`src/gsf_pkg.sv`:
```
// Shared types and constants for the 3x3 glyph smoothing filter.
// Used by gsf_line_mem, gsf_divider and glyph_3x3_smoothing_filter.
package gsf_pkg;

  // Default geometry limits
  localparam int unsigned MAX_WIDTH_DEF  = 512;
  localparam int unsigned MAX_HEIGHT_DEF = 512;

  // Fixed field widths
  localparam int unsigned PIX_W      = 8;
  localparam int unsigned WEIGHT_W   = 8;
  localparam int unsigned DIM_W      = 10;
  localparam int unsigned COORD_W    = 10;
  localparam int unsigned CFG_IDX_W  = 3;
  localparam int unsigned CFG_DATA_W = 10;

  // centre + 4*edge + 4*corner, at most 2295
  localparam int unsigned DIVISOR_W = 12;
  // weighted sum plus rounding half, at most 586372
  localparam int unsigned SUM_W     = 20;
  // quotient never exceeds 255
  localparam int unsigned QUOT_W    = 8;

  localparam int unsigned MAX_RESULTS = 3;
  localparam int unsigned CNT_W       = 2;

  typedef enum logic {
    OP_PIXEL = 1'b0,
    OP_DRAIN = 1'b1
  } op_e;

  typedef enum logic [CFG_IDX_W-1:0] {
    REG_CENTER = 3'd0,
    REG_EDGE   = 3'd1,
    REG_CORNER = 3'd2,
    REG_WIDTH  = 3'd3,
    REG_HEIGHT = 3'd4,
    REG_EXPAND = 3'd5
  } cfg_idx_e;

endpackage

```
`src/gsf_divider.sv`:
```
// Restoring divider for the smoothing filter, one quotient bit a cycle.
// Quotient is known to fit in QUOT_W bits. Uses gsf_pkg.
module gsf_divider (
  input  logic                          clk_i,
  input  logic                          rst_ni,
  input  logic                          start_i,
  input  logic [gsf_pkg::SUM_W-1:0]     dividend_i,
  input  logic [gsf_pkg::DIVISOR_W-1:0] divisor_i,
  output logic                          done_o,
  output logic [gsf_pkg::QUOT_W-1:0]    quot_o
);

  localparam int unsigned SW = gsf_pkg::SUM_W;
  localparam int unsigned QW = gsf_pkg::QUOT_W;
  localparam int unsigned STEP_W = $clog2(QW);

  logic              busy_q, busy_d;
  logic [STEP_W-1:0] step_q, step_d;
  logic [SW-1:0]     rem_q, rem_d;
  logic [SW-1:0]     dsh_q, dsh_d;
  logic [QW-1:0]     q_q, q_d;
  logic              ge;

  assign ge = rem_q >= dsh_q;

  // one trial subtraction per cycle, divisor shifted right each step
  always_comb begin
    busy_d = busy_q;
    step_d = step_q;
    rem_d  = rem_q;
    dsh_d  = dsh_q;
    q_d    = q_q;
    if (start_i) begin
      busy_d = 1'b1;
      step_d = STEP_W'(QW - 1);
      rem_d  = dividend_i;
      dsh_d  = SW'({divisor_i, {(QW-1){1'b0}}});
      q_d    = '0;
    end else if (busy_q) begin
      q_d   = {q_q[QW-2:0], ge};
      rem_d = ge ? rem_q - dsh_q : rem_q;
      dsh_d = dsh_q >> 1;
      step_d = step_q - STEP_W'(1);
      if (step_q == '0) begin
        busy_d = 1'b0;
      end
    end
  end

  always_ff @(posedge clk_i or negedge rst_ni) begin
    if (!rst_ni) begin
      busy_q <= 1'b0;
      step_q <= '0;
    end else begin
      busy_q <= busy_d;
      step_q <= step_d;
    end
  end

  always_ff @(posedge clk_i) begin
    rem_q <= rem_d;
    dsh_q <= dsh_d;
    q_q   <= q_d;
  end

  assign done_o = busy_q && (step_q == '0);
  assign quot_o = q_q;

endmodule

```
`config.mk`:
```
export PLATFORM = sky130hd
export DESIGN_NAME = gsf_divider
export DESIGN_NICKNAME = d
export VERILOG_FILES = /design/src/gsf_pkg.sv /design/src/gsf_divider.sv
export SDC_FILE = /design/constraint.sdc
export NUM_CORES = 1
export LEC_CHECK = 0
export ABC_AREA = 1
export ABC_CLOCK_PERIOD_IN_PS = 7200
export BUFFER_PORTS_ARGS = -buffer_cell sky130_fd_sc_hd__buf_2
export CAP_MARGIN = 20
export CORE_ASPECT_RATIO = 0.7
export CORE_UTILIZATION = 60
export CTS_CLUSTER_SIZE = 30
export DETAILED_ROUTE_END_ITERATION = 10
export PLACE_DENSITY = 0.91
export SLEW_MARGIN = 10
export SYNTH_ARGS = -nofsm -noshare
export SYNTH_HDL_FRONTEND = slang
export SYNTH_SLANG_ARGS = --single-unit
```
`constraint.sdc`:
```
create_clock -name clk_i -period 7.2 [get_ports clk_i]
set_input_delay 1.8 -clock clk_i [delete_from_list [all_inputs] [get_ports clk_i]]
set_output_delay 1.8 -clock clk_i [all_outputs]
set_load 0.01 [all_outputs]
```
==> results of run 1 <==
power groups by stage:
stage	Sequential [W]	Combinational (W)	Clock, W
finish	0.000449	0.000772	0.000183
global route	0.000455	0.000866	0.000193
CTS	0.000448	0.000753	0.000180
detailed placement	0.000454	0.000741	0
global placement	0.000450	0.000708	0
floorplan	0.000445	0.000574	0
logic make-up (layout without fill, tap and decap cells):
logic type,Yosys count,in the layout,share of synthesized area (%)
buffers and inverters,80,122,9.52
adder cells (fa/ha/maj),22,22,8.71
XOR/XNOR,4,4,1.08
AND/OR/NAND/NOR,214,214,27.9
AO/OA/AOI/OAI,64,64,10.9
flip-flops,51,51,41.9
final cells by class:
class	instances	area share [%]
multi-input cells	304	43.7
flip-flops and latches	51	37.8
inverters	71	7.43
repair buffers	43	5.97
well taps	69	2.39
clock buffers	5	1.91
clock inverters	3	0.798
worst max-delay path: stages:
cell and delay (ns):
buf_2 0.61, inv_1 0.47, nand2_1 0.83
metrics by stage:
step	power [W]	cells	hold WS, ns
2_1_floorplan	0.00102	435	0.432
3_3_place_gp	0.00116	538	0.449
3_5_place_dp	0.00120	538	0.458
4_1_cts	0.00138	546	0.485
5_1_grt	0.00151	546	0.516
6_report	0.00140	546	0.485
flip-flops by register name, summed over array words and instances, names as in the netlist:
signal  flops
step_q      3
quot_o      8
rem_q      20
dsh_q      19
busy_q      1
Yosys cell counts (6+ instances only):
cell | number | share of area, %
nand2_1 | 145 | 17
inv_1 | 70 | 8.1
edfxtp_1 | 32 | 30
o21ai_0 | 26 | 4.0
nand3_1 | 25 | 3.9
ha_1 | 21 | 8.1
nor2_1 | 20 | 2.3
a21oi_1 | 18 | 2.8
dfxtp_1 | 15 | 9.2
o22ai_1 | 11 | 2.1
buf_2 | 6 | 0.92
nand3b_1 | 6 | 1.4
metal layers:
metal	up-vias	GRT usage, %
li1	1490	-
met4	0	7.06
met3	11	4.71
met2	133	48.9
met1	1357	36.6
met5	-	0
path summary, 6_finish.rpt:
check | start | to
worst min-delay path | dsh_q[0] | dsh_q[0]
worst min register to register | dsh_q[0] | dsh_q[0]
worst max-delay path | start_i | rem_q[10]
min in group asynchronous | rst_ni | step_q[0]
max in group asynchronous | rst_ni | step_q[2]
worst max register to register | rem_q[0] | rem_q[10]
==> results.json, run 1 <==
{
  "wl_met1_um": 3410,
  "grt_pass1_vias": 2732,
  "cts_max_path_buffers": 2,
  "tightest_slew_ns": 0.926,
  "clk_pin_slew_ns": 0.11,
  "seq_power_share_pct": 32.0,
  "avgSynthCellArea_um2": 7.46,
  "clkSinkCount": 51,
  "avgViaCountPerCell": 5.48,
  "insertion_delay_ns": 0.32,
  "ios": 44,
  "synth_cells": 435,
  "cp-start-kind": "primary input",
  "routedWlPerCell_um": 14.1,
  "yosysSeqAreaShare_pct": 41.9,
  "wl_met2_um": 3580,
  "hpwl_um": 5690,
  "fmax_mhz": 265,
  "firstDrtPassIters": 5,
  "synth_ff_type": "edfxtp_1",
  "drive_gt1_share_pct": 13.2,
  "die_x_um": 89.9,
  "fin_skew_ns": 0.00946,
  "wl_met3_um": 612,
  "async_flop_share_pct": 7.84,
  "r2r_cells": 12,
  "finalCriticalPeriod_ns": 3.78,
  "internal_power_w": 0.000753,
  "htree_levels": 2,
  "multi_input_area_um2": 1580,
  "period_share_pct": 52.4,
  "max_cap_viol_count": 0,
  "port_buffers": 43,
  "yosysWarnings": 0,
  "start_util_pct": 65.0,
  "cp_max_fo": 45,
  "final_cell_mix": "nand2_1, inv_1, buf_2, edfxtp_1, o21ai_0",
  "fillers": 405,
  "synth-seq-cells": 51,
  "cts_setup_buffers": 0,
  "switching_share_pct": 46.3,
  "worstSetupEndpointType": "flip-flop",
  "num_rows": 21,
  "p_clk_share_pct": 13.0,
  "die_y_um": 63.5,
  "drc_errors": 0,
  "grt_overflow": 0,
  "critPathKind": "primary input to flip-flop",
  "synth_area_um2": 3250,
  "clock-root-buffer": "clkbuf_8",
  "power_density_nw_per_um2": 389,
  "power.switching_w": 0.000650,
  "hold_violations": 0,
  "drt_iter0_drc": 253,
  "finish.net_count": 533,
  "tns_ns": 0,
  "fin_util_pct": 72.2,
  "drtAntennaViolNets": 0,
  "rsz0062_at_grt": "false",
  "pre_cts_slack_ns": 3.14,
  "grt_pass1_wl_um": 12600,
  "top_layer": "met4",
  "ctsHoldBuffers": 0,
  "layout_setup_ws_ns": 3.42,
  "critPathArrivalTime_ns": 3.72,
  "area_growth_pct": 11.0,
  "antenna_found_initial": 0,
  "antenna_cells": 0,
  "seq_area_um2": 1360,
  "routed-via-count": 2991,
  "synth_edf_count": 32,
  "setup_violations": 0,
  "slew_headroom_pct": 38.1,
  "hold_class": "flip-flop to flip-flop",
  "combPwrFrac_pct": 55.0,
  "ir_worst_vdd_v": 0.000208,
  "leakage_nw": 1.80,
  "reg2reg_slack_ns": 4.28,
  "cts_resized": 0,
  "design_area_um2": 3600,
  "synth_cell_types": 32,
  "numCtsBuffers": 5,
  "drt-total-wl_um": 7690,
  "place.gp.congestion": 0.888,
  "dieArea_um2": 5710,
  "hold_path_depth": 2,
  "grt_max_degree": 46,
  "gr-usage-all-layers_pct": 28.1,
  "layout_commonest_cell": "nand2_1",
  "cts_tree": "yes",
  "place_area_um2": 3510,
  "synth_fp_nets": 492,
  "drv_slew": 0,
  "core_area_um2": 4990,
  "status": "finished, final reports clean",
  "cp_data_required_time_ns": 7.15
}
Power figures use the tool's default switching activity.
==> inputs of run 2 (changes only) <==
--- a/config.mk
+++ b/config.mk
@@ -6,14 +6,14 @@
 export NUM_CORES = 1
 export LEC_CHECK = 0
 export ABC_AREA = 1
-export ABC_CLOCK_PERIOD_IN_PS = 7200
+export ABC_CLOCK_PERIOD_IN_PS = 3800
 export BUFFER_PORTS_ARGS = -buffer_cell sky130_fd_sc_hd__buf_2
 export CAP_MARGIN = 20
 export CORE_ASPECT_RATIO = 0.7
-export CORE_UTILIZATION = 60
+export CORE_UTILIZATION = 58
 export CTS_CLUSTER_SIZE = 30
 export DETAILED_ROUTE_END_ITERATION = 10
-export PLACE_DENSITY = 0.91
+export PLACE_DENSITY = 0.88
 export SLEW_MARGIN = 10
 export SYNTH_ARGS = -nofsm -noshare
 export SYNTH_HDL_FRONTEND = slang
==> constraint.sdc (replaced) <==
create_clock -name clk_i -period 3.8 [get_ports clk_i]
set_input_delay 0.95 -clock clk_i [delete_from_list [all_inputs] [get_ports clk_i]]
set_output_delay 0.95 -clock clk_i [all_outputs]
set_load 0.01 [all_outputs]
==> results.json, run 2 (synthesis gave the netlist of run 1 again) <==
{
  "seq_area_um2": 1360,
  "grt_pass1_wl_um": 13000,
  "cts_setup_buffers": 0,
  "area_growth_pct": 11.4,
  "hold_violations": 0,
  "largest_reg_flops": 20,
  "setup_violations": 0,
  "drc_errors": 0,
  "cpMostUsedCell": "nand2_1",
  "fin_cells": 550,
  "clk_pin_slew_ns": 0.10,
  "routed-via-count": 3040,
  "top_layer": "met4",
  "grt_overflow": 0,
  "multi_input_area_um2": 1580,
  "cts_tree": "yes",
  "clock-root-buffer": "clkbuf_8",
  "antenna_found_initial": 0,
  "grt_pass1_vias": 2783,
  "routedWlPerCell_um": 14.5,
  "internal_power_w": 0.00144,
  "ir_worst_vdd_v": 0.000414,
  "tightest_slew_ns": 0.884,
  "switching_share_pct": 46.3,
  "max_cap_viol_count": 0,
  "avgViaCountPerCell": 5.53,
  "seq_power_share_pct": 31.9,
  "grt_max_degree": 45,
  "hpwl_um": 6040,
  "ctsHoldBuffers": 0,
  "finish.net_count": 534,
  "drtAntennaViolNets": 0,
  "fin_skew_ns": 0.0151,
  "wl_met1_um": 3760,
  "htree_levels": 2,
  "wl_met2_um": 3440,
  "reg2reg_from": "rem_q[0]",
  "rsz0062_at_grt": "false",
  "die_x_um": 91.4,
  "power.total_w": 0.00269,
  "leakage_nw": 1.81,
  "finalCriticalPeriod_ns": 2.73,
  "worstSetupEndpointType": "flip-flop",
  "layout_commonest_cell": "nand2_1",
  "drt_iter0_drc": 239,
  "fmax_mhz": 367,
  "fillers": 447,
  "place.gp.congestion": 0.942,
  "insertion_delay_ns": 0.32,
  "worstPathCellList": "inv_1 > ha_1 > inv_1 > fa_1 > nand3_1 > nand3_2 > nand2_1 > nand2_1 > nand2_1 > nand3_1 > nand2_1 > nand2_1",
  "dieArea_um2": 5910,
  "clkSinkCount": 51,
  "slowest_delay_ns": 0.50,
  "p_clk_share_pct": 12.8,
  "cp_data_required_time_ns": 3.66,
  "wl_met3_um": 668,
  "hold_slack_ns": 0.433,
  "dp_cells": 542,
  "ios": 44,
  "critPathArrivalTime_ns": 2.59,
  "start_util_pct": 61.1,
  "gr-usage-all-layers_pct": 28.8,
  "tns_ns": 0,
  "drive_gt1_share_pct": 13.4,
  "slew_headroom_pct": 40.9,
  "regMostFlops": "rem_q",
  "status": "finished, final reports clean",
  "numCtsBuffers": 5,
  "drv_slew": 0,
  "antenna_cells": 0,
  "period_share_pct": 71.8,
  "power_density_nw_per_um2": 743,
  "final_cell_mix": "nand2_1, inv_1, buf_2, edfxtp_1, o21ai_0",
  "power.switching_w": 0.00124,
  "cts_resized": 0,
  "die_y_um": 64.6,
  "core_area_um2": 5310,
  "firstDrtPassIters": 5,
  "cp-start-kind": "flip-flop",
  "cp_max_fo": 20,
  "num_rows": 22,
  "hold_class": "primary input to asynchronous set/reset pin",
  "worstSetupStartpoint": "rem_q[0]",
  "drt-total-wl_um": 7990,
  "crit_path_top_delay_cell": "nand2_1",
  "combPwrFrac_pct": 55.3,
  "cts_max_path_buffers": 2,
  "port_buffers": 43,
  "critPathKind": "flip-flop to flip-flop"
}
run 2: changes by cell type in the layout (fill, tap and decap cells not counted), sizes merged:
cell    change
buf         +1
clkbuf      +1
clkinv      -1
run 2: power by group through the flow:
| stage | Clock, W | Combinational [W] | Sequential, W |
|---|---|---|---|
| 5_1_grt | 0.000366 | 0.00165 | 0.000870 |
| 2_1_floorplan | 0 | 0.00109 | 0.000843 |
| 6_report | 0.000344 | 0.00148 | 0.000858 |
| 4_1_cts | 0.000339 | 0.00144 | 0.000854 |
| 3_5_place_dp | 0 | 0.00142 | 0.000867 |
| 3_3_place_gp | 0 | 0.00135 | 0.000861 |
run 2: worst paths after layout:
kind,slack [ns],cells past startpoint,to
worst max-delay path,1.07,12,rem_q[0]
worst min-delay path,0.43,1,step_q[0]
worst max register to register,1.07,12,rem_q[0]
worst min register to register,0.48,2,quot_o[7]
max in group asynchronous,3.25,1,step_q[2]
min in group clk_i,0.48,2,quot_o[7]
run 2: per-layer routing:
metal,up-vias,global-route usage [%]
met5,-,0
met4,0,6.94
met3,19,5.99
met2,154,45.8
met1,1371,40.5
li1,1496,-
run 2: area by class of cell:
class / count / share of cell area, %
inverter: 71 / 7.40
multi-input combinational: 304 / 43.6
sequential: 51 / 37.6
clock inverter: 2 / 0.415
timing repair buffer: 44 / 6.16
clock buffer: 6 / 2.28
tap: 72 / 2.49
run 2: worst max-delay path, delay by kind of cell (launching register included):
family | cells | cell delay, ns
buf+inv | 2 | 0.12
simple gates | 8 | 1.18
flops | 1 | 0.37
fa+ha+maj | 2 | 0.58
run 2: through the flow:
| stage | worst slack, ns | utilization (%) | instance area, µm² |
|---|---|---|---|
| detailed placement | 1.09 | 66.2 | 3520 |
| global placement | 1.17 | 66.2 | 3520 |
| floorplan | 1.49 | - | 3250 |
| global route | 0.878 | 68.1 | 3620 |
| finish | 1.07 | 68.1 | 3620 |
| CTS | 1.06 | 68.1 | 3620 |
